## src/sv/stq_pkg.sv

```systemverilog
`timescale 1ns / 1ps
// Shared types, codes and constants for the sorted timer queue.
// No dependencies; used by stq_div, stq_cell and sorted_timer_queue_core.
package stq_pkg;

  // Field widths
  localparam int OP_W       = 2;
  localparam int KEY_W      = 16;
  localparam int DELAY_W    = 31;
  localparam int TICK_W     = 32;
  localparam int IDLE_W     = 16;
  localparam int CFG_ADDR_W = 1;
  localparam int CFG_DATA_W = 16;

  // Operation codes
  localparam logic [OP_W-1:0] OP_SCHEDULE = 2'd0;
  localparam logic [OP_W-1:0] OP_CANCEL   = 2'd1;
  localparam logic [OP_W-1:0] OP_RUN      = 2'd2;

  // Register indexes
  localparam logic [CFG_ADDR_W-1:0] REG_IDLE_SLEEP = 1'd0;
  localparam logic [CFG_ADDR_W-1:0] REG_HALTED     = 1'd1;

  localparam logic [IDLE_W-1:0] IDLE_SLEEP_RESET = 16'd15;

  // A run pops at most this many entries
  localparam int MAX_RESULTS = 16;
  localparam int RUN_CNT_W   = $clog2(MAX_RESULTS);

  // ms to ticks: delay * 60 / 1000, reduced to delay * 3 / 50
  localparam int TICKS_PER_SEC = 60;
  localparam int MS_PER_SEC    = 1000;
  localparam int RATE_GCD      = 20;
  localparam int SCALE_NUM     = TICKS_PER_SEC / RATE_GCD;
  localparam int SCALE_DEN     = MS_PER_SEC / RATE_GCD;
  localparam int SCALED_W      = DELAY_W + 2;

  // Digit-serial long division by SCALE_DEN
  localparam int DIG_W    = 9;
  localparam int DIG_CNT  = (SCALED_W + DIG_W - 1) / DIG_W;
  localparam int DIV_X_W  = DIG_W * DIG_CNT;
  localparam int REM_W    = $clog2(SCALE_DEN);
  localparam int PART_W   = REM_W + DIG_W;
  localparam int RECIP_SH = 20;
  localparam int RECIP_M  = (2 ** RECIP_SH + SCALE_DEN - 1) / SCALE_DEN;
  localparam int PROD_W   = 2 * PART_W;
  localparam int DCNT_W   = $clog2(DIG_CNT);

  // Cell commands
  localparam logic [1:0] CELL_HOLD   = 2'd0;
  localparam logic [1:0] CELL_REMOVE = 2'd1;
  localparam logic [1:0] CELL_INSERT = 2'd2;
  localparam logic [1:0] CELL_POP    = 2'd3;

  typedef struct packed {
    logic [1:0]        cmd;
    logic [TICK_W-1:0] due;
  } cell_ctrl_t;

  typedef struct packed {
    logic [OP_W-1:0]    op;
    logic [KEY_W-1:0]   key;
    logic [DELAY_W-1:0] delay_ms;
    logic [TICK_W-1:0]  now_ticks;
  } in_t;

  typedef struct packed {
    logic               fired;
    logic [KEY_W-1:0]   fired_key;
    logic               status;
    logic               queue_active;
    logic [TICK_W-1:0]  head_due;
    logic [DELAY_W-1:0] next_delay;
    logic               last;
  } out_t;

  // Build one result item from the queue head and the current tick
  function automatic out_t make_result(
    input logic              any,
    input logic              active_ok,
    input logic [TICK_W-1:0] head,
    input logic [TICK_W-1:0] now,
    input logic [IDLE_W-1:0] idle,
    input logic              fired,
    input logic [KEY_W-1:0]  fkey,
    input logic              status,
    input logic              last
  );
    out_t              r;
    logic [TICK_W-1:0] d;
    d              = head - now;
    r.fired        = fired;
    r.fired_key    = fkey;
    r.status       = status;
    r.queue_active = any & active_ok;
    r.head_due     = any ? head : '0;
    if (!any) begin
      r.next_delay = DELAY_W'(idle);
    end else if ((d == '0) || d[TICK_W-1]) begin
      r.next_delay = '0;
    end else begin
      r.next_delay = d[DELAY_W-1:0];
    end
    r.last         = last;
    return r;
  endfunction

endpackage

```

## src/sv/stq_div.sv

```systemverilog
`timescale 1ns / 1ps
// Converts a millisecond delay to ticks, one quotient digit per cycle.
// Depends on stq_pkg.
module stq_div (
  input  logic                        clk,
  input  logic                        rst_n,
  input  logic                        start,
  input  logic [stq_pkg::DELAY_W-1:0] delay_ms,
  output logic                        busy,
  output logic [stq_pkg::TICK_W-1:0]  quot
);

  logic                         busy_r, busy_nxt;
  logic [stq_pkg::DCNT_W-1:0]   cnt_r, cnt_nxt;
  logic [stq_pkg::DIV_X_W-1:0]  x_r, x_nxt;
  logic [stq_pkg::DIV_X_W-1:0]  q_r, q_nxt;
  logic [stq_pkg::REM_W-1:0]    rem_r, rem_nxt;
  logic [stq_pkg::SCALED_W-1:0] scaled;
  logic [stq_pkg::PART_W-1:0]   part;
  logic [stq_pkg::PROD_W-1:0]   prod;
  logic [stq_pkg::DIG_W-1:0]    qd;
  logic [stq_pkg::PART_W-1:0]   back;

  // Digit step: partial = rem:digit, digit quotient by reciprocal multiply
  always_comb begin
    scaled  = stq_pkg::SCALED_W'(delay_ms) * stq_pkg::SCALED_W'(stq_pkg::SCALE_NUM);
    part    = {rem_r, x_r[stq_pkg::DIV_X_W-1 -: stq_pkg::DIG_W]};
    prod    = stq_pkg::PROD_W'(part) * stq_pkg::PROD_W'(stq_pkg::RECIP_M);
    qd      = stq_pkg::DIG_W'(prod >> stq_pkg::RECIP_SH);
    back    = stq_pkg::PART_W'(qd) * stq_pkg::PART_W'(stq_pkg::SCALE_DEN);
    busy_nxt = busy_r;
    cnt_nxt  = cnt_r;
    x_nxt    = x_r;
    q_nxt    = q_r;
    rem_nxt  = rem_r;
    if (start) begin
      busy_nxt = 1'b1;
      cnt_nxt  = '0;
      x_nxt    = stq_pkg::DIV_X_W'(scaled);
      q_nxt    = '0;
      rem_nxt  = '0;
    end else if (busy_r) begin
      x_nxt   = x_r << stq_pkg::DIG_W;
      q_nxt   = {q_r[stq_pkg::DIV_X_W-stq_pkg::DIG_W-1:0], qd};
      rem_nxt = stq_pkg::REM_W'(part - back);
      cnt_nxt = cnt_r + 1'b1;
      if (cnt_r == stq_pkg::DCNT_W'(stq_pkg::DIG_CNT - 1)) begin
        busy_nxt = 1'b0;
      end
    end
  end

  // Control state
  always_ff @(posedge clk) begin
    if (!rst_n) begin
      busy_r <= 1'b0;
    end else begin
      busy_r <= busy_nxt;
    end
  end

  // Datapath
  always_ff @(posedge clk) begin
    cnt_r <= cnt_nxt;
    x_r   <= x_nxt;
    q_r   <= q_nxt;
    rem_r <= rem_nxt;
  end

  assign busy = busy_r;
  assign quot = q_r[stq_pkg::TICK_W-1:0];

endmodule

```

## src/sv/stq_cell.sv

```systemverilog
`timescale 1ns / 1ps
// One slot of the sorted queue: holds a due tick and a key and shifts
// toward either neighbor on remove, insert or pop. Depends on stq_pkg.
module stq_cell #(
  parameter int KW = 16
) (
  input  logic                       clk,
  input  stq_pkg::cell_ctrl_t        ctrl,
  input  logic [KW-1:0]              ins_key,
  input  logic                       occ,
  input  logic                       left_occ,
  input  logic                       left_gt,
  input  logic [stq_pkg::TICK_W-1:0] left_due,
  input  logic [KW-1:0]              left_key,
  input  logic [stq_pkg::TICK_W-1:0] right_due,
  input  logic [KW-1:0]              right_key,
  input  logic                       hit_i,
  output logic                       hit_o,
  output logic                       gt_o,
  output logic [stq_pkg::TICK_W-1:0] due_o,
  output logic [KW-1:0]              key_o
);

  logic [stq_pkg::TICK_W-1:0] due_r, due_nxt;
  logic [KW-1:0]              key_r, key_nxt;

  // Local compares, then pick own, left, right or the new entry
  always_comb begin
    hit_o   = hit_i | (occ & (key_r == ins_key));
    gt_o    = occ & (due_r > ctrl.due);
    due_nxt = due_r;
    key_nxt = key_r;
    case (ctrl.cmd)
      stq_pkg::CELL_REMOVE: begin
        if (hit_o) begin
          due_nxt = right_due;
          key_nxt = right_key;
        end
      end
      stq_pkg::CELL_INSERT: begin
        if (left_gt) begin
          due_nxt = left_due;
          key_nxt = left_key;
        end else if (left_occ && (gt_o || !occ)) begin
          due_nxt = ctrl.due;
          key_nxt = ins_key;
        end
      end
      stq_pkg::CELL_POP: begin
        due_nxt = right_due;
        key_nxt = right_key;
      end
      default: begin
      end
    endcase
  end

  always_ff @(posedge clk) begin
    due_r <= due_nxt;
    key_r <= key_nxt;
  end

  assign due_o = due_r;
  assign key_o = key_r;

endmodule

```

## src/sv/sorted_timer_queue_core.sv

```systemverilog
`timescale 1ns / 1ps
// Sorted timer queue: a chain of slot cells, a sequencer and an output register.
// Depends on stq_pkg, stq_div and stq_cell.
//
//   port group | dir | handshake          | payload
//   in_        | in  | in_valid/in_ready  | in_data  (stq_pkg::in_t)
//   out_       | out | out_valid/out_ready| out_data (stq_pkg::out_t)
//   cfg_       | in  | cfg_we             | cfg_addr, cfg_wdata
//
// A schedule spends most of its time on the four-digit ms to tick division, and a
// run pops one fired entry at a time.
// Every queue change is one shift step through the cell chain.
// Reset (rst_n low, synchronous) empties the queue and loads register defaults.
// A result waits in the output register; a new item is taken meanwhile, and the
// sequencer stalls only for the divider or to deliver the next result into a full register.
module sorted_timer_queue_core #(
  parameter int DEPTH    = 16,
  parameter int KEY_BITS = 16
) (
  input  logic                           clk,
  input  logic                           rst_n,
  input  logic                           in_valid,
  output logic                           in_ready,
  input  stq_pkg::in_t                   in_data,
  output logic                           out_valid,
  input  logic                           out_ready,
  output stq_pkg::out_t                  out_data,
  input  logic                           cfg_we,
  input  logic [stq_pkg::CFG_ADDR_W-1:0] cfg_addr,
  input  logic [stq_pkg::CFG_DATA_W-1:0] cfg_wdata
);

  localparam int KW = (KEY_BITS < stq_pkg::KEY_W) ? KEY_BITS : stq_pkg::KEY_W;
  localparam int CW = $clog2(DEPTH + 1);

  localparam logic [2:0] ST_IDLE   = 3'd0;
  localparam logic [2:0] ST_REMOVE = 3'd1;
  localparam logic [2:0] ST_DIV    = 3'd2;
  localparam logic [2:0] ST_INSERT = 3'd3;
  localparam logic [2:0] ST_EMIT   = 3'd4;
  localparam logic [2:0] ST_RUN    = 3'd5;

  logic [2:0]                     state_r, state_nxt;
  logic [stq_pkg::OP_W-1:0]       op_r, op_nxt;
  logic [KW-1:0]                  key_r, key_nxt;
  logic [stq_pkg::TICK_W-1:0]     now_r, now_nxt;
  logic                           status_r, status_nxt;
  logic [stq_pkg::RUN_CNT_W-1:0]  run_cnt_r, run_cnt_nxt;
  logic [CW-1:0]                  count_r, count_nxt;
  logic                           out_valid_r, out_valid_nxt;
  stq_pkg::out_t                  out_data_r, out_data_nxt;
  logic [stq_pkg::IDLE_W-1:0]     idle_sleep_r, idle_sleep_nxt;
  logic                           halted_r, halted_nxt;

  logic                           in_xfer;
  logic                           can_emit;
  logic                           full;
  logic [stq_pkg::TICK_W-1:0]     ins_due;
  logic                           div_busy;
  logic [stq_pkg::TICK_W-1:0]     div_quot;
  stq_pkg::cell_ctrl_t            cell_ctrl;

  logic                           head_exp;
  logic                           any_after;
  logic                           next_exp;
  logic                           last_pop;
  logic                           pop;

  // Chain wiring; index DEPTH of the data arrays is a zero pad past the tail
  logic [stq_pkg::TICK_W-1:0]     due_c [0:DEPTH];
  logic [KW-1:0]                  key_c [0:DEPTH];
  logic [DEPTH:0]                 hit_c;
  logic [DEPTH-1:0]               gt_w;
  logic [DEPTH-1:0]               occ_w;
  logic [DEPTH-1:0]               unsorted_w;

  assign due_c[DEPTH] = '0;
  assign key_c[DEPTH] = '0;
  assign hit_c[0]     = 1'b0;

  // Divider for the ms to tick conversion
  stq_div u_div (
    .clk      (clk),
    .rst_n    (rst_n),
    .start    (in_xfer && (in_data.op == stq_pkg::OP_SCHEDULE)),
    .delay_ms (in_data.delay_ms),
    .busy     (div_busy),
    .quot     (div_quot)
  );

  // Cell chain
  genvar gi;
  generate
    for (gi = 0; gi < DEPTH; gi++) begin : g_cell
      logic                       l_occ;
      logic                       l_gt;
      logic [stq_pkg::TICK_W-1:0] l_due;
      logic [KW-1:0]              l_key;

      assign occ_w[gi] = (count_r > CW'(gi));

      if (gi == 0) begin : g_head
        assign l_occ = 1'b1;
        assign l_gt  = 1'b0;
        assign l_due = due_c[0];
        assign l_key = key_c[0];
      end else begin : g_body
        assign l_occ = occ_w[gi-1];
        assign l_gt  = gt_w[gi-1];
        assign l_due = due_c[gi-1];
        assign l_key = key_c[gi-1];
      end

      // Out-of-order flag for adjacent occupied slots
      if (gi < DEPTH - 1) begin : g_ord
        assign unsorted_w[gi] = occ_w[gi+1] && (due_c[gi] > due_c[gi+1]);
      end else begin : g_ord_tail
        assign unsorted_w[gi] = 1'b0;
      end

      stq_cell #(.KW(KW)) u_cell (
        .clk       (clk),
        .ctrl      (cell_ctrl),
        .ins_key   (key_r),
        .occ       (occ_w[gi]),
        .left_occ  (l_occ),
        .left_gt   (l_gt),
        .left_due  (l_due),
        .left_key  (l_key),
        .right_due (due_c[gi+1]),
        .right_key (key_c[gi+1]),
        .hit_i     (hit_c[gi]),
        .hit_o     (hit_c[gi+1]),
        .gt_o      (gt_w[gi]),
        .due_o     (due_c[gi]),
        .key_o     (key_c[gi])
      );
    end
  endgenerate

  // Handshake and run-loop conditions
  always_comb begin
    in_ready  = (state_r == ST_IDLE);
    in_xfer   = in_valid && in_ready;
    can_emit  = !out_valid_r || out_ready;
    full      = (count_r == CW'(DEPTH));
    ins_due   = now_r + div_quot;
    head_exp  = (count_r != '0) && !(due_c[0] > now_r);
    any_after = (count_r > CW'(1));
    next_exp  = any_after && !(due_c[1] > now_r);
    last_pop  = !next_exp || (run_cnt_r == stq_pkg::RUN_CNT_W'(stq_pkg::MAX_RESULTS - 1));
    pop       = (state_r == ST_RUN) && !halted_r && head_exp && can_emit;
  end

  // Sequencer
  always_comb begin
    state_nxt     = state_r;
    op_nxt        = op_r;
    key_nxt       = key_r;
    now_nxt       = now_r;
    status_nxt    = status_r;
    run_cnt_nxt   = run_cnt_r;
    count_nxt     = count_r;
    out_valid_nxt = out_valid_r;
    out_data_nxt  = out_data_r;
    cell_ctrl.cmd = stq_pkg::CELL_HOLD;
    cell_ctrl.due = ins_due;

    if (out_valid_r && out_ready) begin
      out_valid_nxt = 1'b0;
    end

    case (state_r)
      ST_IDLE: begin
        if (in_xfer) begin
          op_nxt      = in_data.op;
          key_nxt     = in_data.key[KW-1:0];
          now_nxt     = in_data.now_ticks;
          status_nxt  = 1'b0;
          run_cnt_nxt = '0;
          if ((in_data.op == stq_pkg::OP_SCHEDULE) || (in_data.op == stq_pkg::OP_CANCEL)) begin
            state_nxt = ST_REMOVE;
          end else if (in_data.op == stq_pkg::OP_RUN) begin
            state_nxt = ST_RUN;
          end else begin
            state_nxt = ST_EMIT;
          end
        end
      end
      ST_REMOVE: begin
        // Drop any entry with this key; the chain closes the gap
        cell_ctrl.cmd = stq_pkg::CELL_REMOVE;
        if (hit_c[DEPTH]) begin
          count_nxt = count_r - CW'(1);
        end
        state_nxt = (op_r == stq_pkg::OP_SCHEDULE) ? ST_DIV : ST_EMIT;
      end
      ST_DIV: begin
        if (!div_busy) begin
          state_nxt = ST_INSERT;
        end
      end
      ST_INSERT: begin
        status_nxt = full;
        if (!full) begin
          cell_ctrl.cmd = stq_pkg::CELL_INSERT;
          count_nxt     = count_r + CW'(1);
        end
        state_nxt = ST_EMIT;
      end
      ST_EMIT: begin
        if (can_emit) begin
          out_valid_nxt = 1'b1;
          out_data_nxt  = stq_pkg::make_result(count_r != '0, 1'b1, due_c[0], now_r,
                                               idle_sleep_r, 1'b0, '0, status_r, 1'b1);
          state_nxt     = ST_IDLE;
        end
      end
      ST_RUN: begin
        if (pop) begin
          // Report the popped head along with the queue as it stands after
          cell_ctrl.cmd = stq_pkg::CELL_POP;
          count_nxt     = count_r - CW'(1);
          out_valid_nxt = 1'b1;
          out_data_nxt  = stq_pkg::make_result(any_after, 1'b1, due_c[1], now_r,
                                               idle_sleep_r, 1'b1,
                                               stq_pkg::KEY_W'(key_c[0]), 1'b0, last_pop);
          run_cnt_nxt   = run_cnt_r + 1'b1;
          if (last_pop) begin
            state_nxt = ST_IDLE;
          end
        end else if (can_emit) begin
          // Nothing due, or halted: one empty result
          out_valid_nxt = 1'b1;
          out_data_nxt  = stq_pkg::make_result(count_r != '0, !halted_r, due_c[0], now_r,
                                               idle_sleep_r, 1'b0, '0, 1'b0, 1'b1);
          state_nxt     = ST_IDLE;
        end
      end
      default: begin
        state_nxt = ST_IDLE;
      end
    endcase
  end

  // Configuration writes
  always_comb begin
    idle_sleep_nxt = idle_sleep_r;
    halted_nxt     = halted_r;
    if (cfg_we) begin
      case (cfg_addr)
        stq_pkg::REG_IDLE_SLEEP: idle_sleep_nxt = cfg_wdata[stq_pkg::IDLE_W-1:0];
        stq_pkg::REG_HALTED:     halted_nxt     = cfg_wdata[0];
        default: begin
        end
      endcase
    end
  end

  // Control state
  always_ff @(posedge clk) begin
    if (!rst_n) begin
      state_r      <= ST_IDLE;
      count_r      <= '0;
      out_valid_r  <= 1'b0;
      idle_sleep_r <= stq_pkg::IDLE_SLEEP_RESET;
      halted_r     <= 1'b0;
    end else begin
      state_r      <= state_nxt;
      count_r      <= count_nxt;
      out_valid_r  <= out_valid_nxt;
      idle_sleep_r <= idle_sleep_nxt;
      halted_r     <= halted_nxt;
    end
  end

  // Item and result payload
  always_ff @(posedge clk) begin
    op_r       <= op_nxt;
    key_r      <= key_nxt;
    now_r      <= now_nxt;
    status_r   <= status_nxt;
    run_cnt_r  <= run_cnt_nxt;
    out_data_r <= out_data_nxt;
  end

  assign out_valid = out_valid_r;
  assign out_data  = out_data_r;

  // Checks
  a_count_bound: assert property (@(posedge clk) disable iff (!rst_n)
    count_r <= CW'(DEPTH))
    else $error("entry count beyond depth");

  a_insert_grows: assert property (@(posedge clk) disable iff (!rst_n)
    (state_r == ST_INSERT && !full) |=> (count_r == $past(count_r) + CW'(1)))
    else $error("insert did not add an entry");

  a_sorted: assert property (@(posedge clk) disable iff (!rst_n)
    unsorted_w == '0)
    else $error("occupied slots out of due order");

  a_halt_no_pop: assert property (@(posedge clk) disable iff (!rst_n)
    (state_r == ST_RUN && halted_r) |-> (cell_ctrl.cmd != stq_pkg::CELL_POP))
    else $error("entry popped while halted");

endmodule

```

## config.mk

```make
export PLATFORM = sky130hd
export DESIGN_NAME = sorted_timer_queue_core
export DESIGN_NICKNAME = d
export VERILOG_FILES = /design/src/sv/stq_pkg.sv /design/src/sv/stq_div.sv /design/src/sv/stq_cell.sv /design/src/sv/sorted_timer_queue_core.sv
export SDC_FILE = /design/constraint.sdc
export NUM_CORES = 2
export LEC_CHECK = 0
export BUFFER_PORTS_ARGS = -buffer_cell sky130_fd_sc_hd__buf_2
export CAP_MARGIN = 20
export CORE_ASPECT_RATIO = 0.7
export CORE_MARGIN = 8
export CORE_UTILIZATION = 45
export CTS_CLUSTER_SIZE = 12
export DETAILED_ROUTE_END_ITERATION = 8
export SYNTH_ARGS = -nofsm -noshare
export SYNTH_HDL_FRONTEND = slang
export SYNTH_SLANG_ARGS = --single-unit
```

## constraint.sdc

```tcl
create_clock -name clk -period 36.3 [get_ports clk]
set_input_delay 3.63 -clock clk [delete_from_list [all_inputs] [get_ports clk]]
set_output_delay 3.63 -clock clk [all_outputs]
set_load 0.02 [all_outputs]
```

== After elaboration in Yosys (flattened, before gate mapping) ==
Cells that the tools add are included.
Cells by class
  $lt $le $gt $ge: 34
  bitwise logic cells: 49
  add/sub/neg operators: 8
  equal/unequal tests: 69
  multiplexer cells: 166
  reduce and logical (&&, ||, !) cells: 101
  multipliers: 3
Operator list (number)
  $mux 32: 49
  $pmux 32 s3: 16
  $pmux 16 s3: 16
  $mux 16: 47
  $gt 32x32->1: 18
  $eq 16x16->1: 16
  $mux 83: 3
  $pmux 83 s2: 1
  $mux 31: 4
  $mux 33: 2
  $logic_not 32->1: 2
  $sub 32x32->32: 2
  $reduce_and 3->1: 19
  $ne 3x1->1 const B: 14
  $gt 5x4->1 const B: 8
  $ne 2x1->1 const B: 19
  $and 1x1->1: 33
  $mul 31x2->33 const B: 1
  $add 32x32->32: 1
  $mul 15x13->27 const B: 1
  $logic_and 1x1->1: 23
  $logic_not 1->1: 21
  $logic_or 1x1->1: 21
  $mux 3: 7
  37 further kinds: 86
Storage, ports and cells
  flip-flop bits (word level): 1009
  input port bits: 103
  word-level logic and storage cells: 485

== Depth between registers and ports, before layout ==
  depth after elaboration: 19
  gate-level depth with buffers: 29
  gate-level depth less buffers: 27

== Modules after synthesis ==
Synthesis repeated with hierarchy kept, for this count alone.
Second synthesis, totals
  cells, all modules: 7685
  area, all modules: 75143.3 µm²
By module, submodules not included
  stq_cell (g_cell[0].u_cell ...): times used 14, area each 3453.3 µm², cells each 350
  sorted_timer_queue_core: times used 1, area each 11961.5 µm², cells each 1299
  stq_div: times used 1, area each 7943.9 µm², cells each 790
  stq_cell (g_cell[8].u_cell ...): times used 2, area each 3445.8 µm², cells each 348

== Least setup slack after synthesis ==
No wires, ideal clock.
  kind: flip-flop to flip-flop
  from: register now_r[1] in the netlist's numbering
  to: register g_cell[11].u_cell.due_r (netlist bit g_cell[11].u_cell.due_o[0]) (enable)
  setup slack: 23.175 ns
  path buffers: 1
  data arrival time: 12.414 ns
  data required time: 35.589 ns
  period minus slack after synthesis: 13.125 ns
  cell stages (with the launch flop): 25
  cells stage by stage: edfxtp_1 -> inv_1 -> fa_1 -> nor2b_1 -> o31a_1 -> o211a_4 -> o21ai_1 -> o41ai_1 -> a41oi_1 -> a211o_1 -> mux2i_1 -> nand2_1 -> clkbuf_1 -> inv_1 -> ha_1 -> nand4_1 -> nor4_1 -> nand2_1 -> o221a_2 -> o31ai_1 -> nand2b_1 -> o211ai_2 -> nand3_1 -> nor2_1 -> a2111oi_0
On the way
  cells in the longest elaborated chain, start to end: 10
  elaborated cells on any way between the ends: 21
  those cells by class: add/sub (1); order compare (3); eq/ne (5); mux (2); bitwise (2); reduce/logical (8)
RTL lines
  from (decl): line sorted_timer_queue_core.sv:46  | logic [stq_pkg::TICK_W-1:0] now_r, now_nxt;
  from (signal assigned): line sorted_timer_queue_core.sv:281  | now_r <= now_nxt;
  parallel branches: the longest is 9 deep, another holds $add 32x32->32
  $reduce_and 3->1 (no source line) *
  to (signal assigned): line stq_cell.sv:59  | due_r <= due_nxt;
  to (decl): line stq_cell.sv:24  | logic [stq_pkg::TICK_W-1:0] due_r, due_nxt;
Mark *: on every way between the ends.
A chain may end at the register's enable or synchronous reset.

== Worst setup path after layout ==
  from: register now_r[1] in the netlist's numbering
  to: register g_cell[11].u_cell.due_r (netlist bit g_cell[11].u_cell.due_o[11]) (enable)
Same word-level chain as after synthesis.

==> results.toml <==
[yosys]
ys_types = 110
synth_edf_count = 939
ys_seq_area_frac = 0.399
yosysTopAreaCell = "edfxtp_1"
synth_ff_type = "edfxtp_1"
synth-async-reset-ratio = 0
netlist_area_sq_um = 74200
synthTopCellsByArea = "edfxtp_1 (38%), ha_1 (12%), mux2i_1 (9.6%)"
synthCells = 7411
netlist.area_leader.share = 0.380
ys_ff_latch = 1009
syn_avg_cell_area_sq_um = 10.0
yosys_warnings = 0
syn_nets = 8304

[timing]
hold_viol_final = 0
rsz0062_at_grt = "false"
period_minus_slack_ps = 8720
worst_pin_slew_ps = 1150
fin_tns_setup_ps = 0
finalWorstSetupSlack_ps = 27580
slew_viol_final = 0
setup_viol = 0
holdWs_ps = 486
slew_headroom = 0.232
maxClockFrequency_ghz = 0.115
timing.final.crit_share = 0.240
clock_skew_ps = 29.5

[worst_setup_path]
critPathMaxStageDelay_ps = 970
timing.rr.start = "now_r[1]$_DFFE_PP_"
r2r_end = "g_cell[11].u_cell.due_o[11]$_DFFE_PP_"
required_ps = 36710
crit_type = "register to register"
r2r_slack_ps = 27580
cp_max_fo = 48
cp-start-kind = "register"
ff2ff_path_depth = 23
crit_chain = "ha_1 > a211oi_1 > nor4_1 > o21ai_1 > a211oi_1 > o21ai_0 > a21oi_1 > o21bai_1 > o2111ai_1 > xnor2_1 > inv_1 > ha_1 > nand2_1 > nor4_1 > nand3_1 > o211ai_1 > a31oi_1 > o31ai_1 > a31o_2 > nand3_1 > nor2_1 > a2111oi_2 > buf_4"
crit_arrival_ps = 9130
endpoint_kind = "register"
crit_slowest_cell = "nor4_1"

[power]
ir_drop_mv = 0.326
power_density_nw_per_um2 = 94.9
leakage_nw = 33.9

[drt]
wl_met1_mm = 111
dr_total_vias = 58500
dr_wl_met2_mm = 92.2
wl_per_cell_um = 23.5
first_iter_violations = 6025
totalWireLength_mm = 228
vias_per_cell = 6.04
top_layer_used = "met5"
dr.pass1.iters = 6
route.met3.wl_mm = 20.9
ant_nets = 0
drc = 0

[layout]
syn_to_final_growth_pct = 8.35
drive_above_1_share = 0.0764
multi_input_area_sq_um = 41900
ff_latch_area_sq_um = 29600
nets = 8291
fill_cells = 15300
final_cell_area_sq_um = 80400
fin_util = 0.492

[min_path]
whs_endpoint = "idle_sleep_r[10]$_SDFFE_PN0P_"
hold_path_depth = 2
holdCritStartpoint = "idle_sleep_r[10]$_SDFFE_PN0P_"
min_path_type = "register to register"

[clock_network]
cts.clk_slew.worst_paths_ps = 60
numCtsBuffers = 108
cts_sinks = 1009
cts_tree = "done"
holdBufCountCts = 0
post_cts_buffers = 0
cts_resized = 0
cts-htree-levels = 3
clock_latency_ps = 770
cts_buffer_depth = 3
root_buffer = "clkbuf_16"

[global_routing]
grt_max_degree = 254
grt_pass1_wl_mm = 350
grt_pass1_vias = 57500
grt_antenna_before_repair = 5
grt_usage = 0.247
grt_overflow_total = 0

[floorplan]
fp-row-count = 124
die_y_um = 356
design.core.area_sq_um = 164000
die_area_sq_um = 178000
io_pins = 188
die_x_um = 501
initial_core_util = 0.454

[placed_design]
hpwl_mm = 172
place_ws_ps = 28080
placed_cell_area_sq_um = 77000
port_buffers = 187
gp_congestion = 0.947

[status]
outcome = "complete, no violations"

[job]
max_cap_viol_count = 0
[area by class of cell]
class                   count  area share
diodes                      2   0.0000623
clock buffers             157      0.0377
clock inverters            46     0.00405
inverters                 231      0.0108
multi-input cells        5732       0.521
flip-flops and latches   1009       0.368
well taps                2205      0.0343
repair buffers            316      0.0242
[logic make-up after synthesis]
family,count (synthesis),share of synthesized area
buf+inv,670,0.0415
simple gates,1994,0.122
fa+ha+maj,793,0.141
compound gates,1849,0.153
xor+xnor,385,0.0473
flops,1009,0.399
mux,711,0.0960
[worst max path at each step]
| stage | start | endpoint | slack (ps) | cells after the start |
|---|---|---|---|---|
| 4_1_cts | now_r[1]$_DFFE_PP_ | g_cell[11].u_cell.due_o[11]$_DFFE_PP_ | 28020 | 23 |
| 3_5_place_dp | now_r[1]$_DFFE_PP_ | g_cell[11].u_cell.due_o[8]$_DFFE_PP_ | 28080 | 23 |
| 5_1_grt | now_r[1]$_DFFE_PP_ | g_cell[11].u_cell.due_o[11]$_DFFE_PP_ | 27170 | 23 |
| 3_3_place_gp | now_r[1]$_DFFE_PP_ | g_cell[11].u_cell.due_o[8]$_DFFE_PP_ | 28110 | 23 |
| 6_report | now_r[1]$_DFFE_PP_ | g_cell[11].u_cell.due_o[11]$_DFFE_PP_ | 27580 | 23 |
| 2_1_floorplan | now_r[1]$_DFFE_PP_ | g_cell[11].u_cell.due_o[0]$_DFFE_PP_ | 23170 | 24 |
[worst max-delay path: cells and delay by family (launching register included)]
| kind | cells | cell delay [ps] |
|---|---|---|
| buf+inv | 2 | 990 |
| fa+ha+maj | 2 | 830 |
| flops | 1 | 490 |
| simple gates | 6 | 1880 |
| xor+xnor | 1 | 670 |
| compound gates | 12 | 3410 |
[power breakdown]
group | switching (mW) | leakage (nW) | internal (mW)
combinational | 3.04 | 23.0 | 1.91
clock | 0.508 | 1.65 | 0.587
sequential | 0.136 | 9.27 | 1.45
total | 3.69 | 33.9 | 3.94
[per-stage QoR]
stage	total power [mW]	std cells
after global placement	6.31	9490
after global routing	8.28	9696
after floorplan	4.86	7411
after CTS	7.55	9693
after detailed placement	6.41	9490
final	7.63	9698
[cells in the final DEF, fill, tap and decap left out, types with 27 or more instances in the layout]
| cell | count |
|---|---|
| nor4_1 | 55 |
| nor2_1 | 305 |
| a21oi_1 | 269 |
| a21boi_0 | 27 |
| nand2b_1 | 46 |
| xor2_1 | 171 |
| mux2i_1 | 708 |
| and3_1 | 34 |
| ha_1 | 717 |
| o21ai_0 | 566 |
| and2_1 | 48 |
| buf_4 | 124 |
| nand2_1 | 1022 |
| a22o_1 | 34 |
| xnor2_1 | 201 |
| clkbuf_1 | 36 |
| o211ai_1 | 34 |
| fa_1 | 73 |
| nand3_1 | 118 |
| inv_1 | 228 |
| o21ai_1 | 338 |
| o21a_1 | 46 |
| clkbuf_16 | 109 |
| a211oi_1 | 40 |
| edfxtp_1 | 939 |
| dfxtp_1 | 69 |
| nor3_1 | 62 |
| a21o_1 | 213 |
| nor2b_1 | 53 |
| nand4_1 | 149 |
| buf_2 | 188 |
[metal layers]
metal	vias up	GRT usage
li1	27300	-
met1	28800	0.382
met2	2089	0.346
met3	284	0.0617
met4	4	0.0519
met5	-	0
[registers in the layout, indices dropped and copies added (netlist names), 3 cells and up]
register / count
now_r: 32
idle_sleep_r: 16
u_div.q_r: 32
u_div.x_r: 36
u_div.rem_r: 6
state_r: 3
g_cell.u_cell.key_o: 256
g_cell.u_cell.due_o: 512
out_data: 83
key_r: 16
count_r: 5
run_cnt_r: 4
[cell usage after synthesis (36+ instances only)]
cell type	number
and3_1	36
edfxtp_1	939
a211oi_1	45
nor2_1	307
xnor2_1	204
o21a_1	46
dfxtp_1	70
buf_2	55
fa_1	73
xor2_1	171
buf_6	37
nand3_1	118
nor4_1	55
a21oi_1	272
inv_1	229
o21ai_0	566
nor2b_1	53
nand2_1	1022
mux2i_1	708
clkbuf_1	295
nand2b_1	47
ha_1	717
a21o_1	213
nor3_1	65
and2_1	48
buf_4	41
o21ai_1	338
nand4_1	149
No activity file was read; power rests on OpenSTA's default activity.
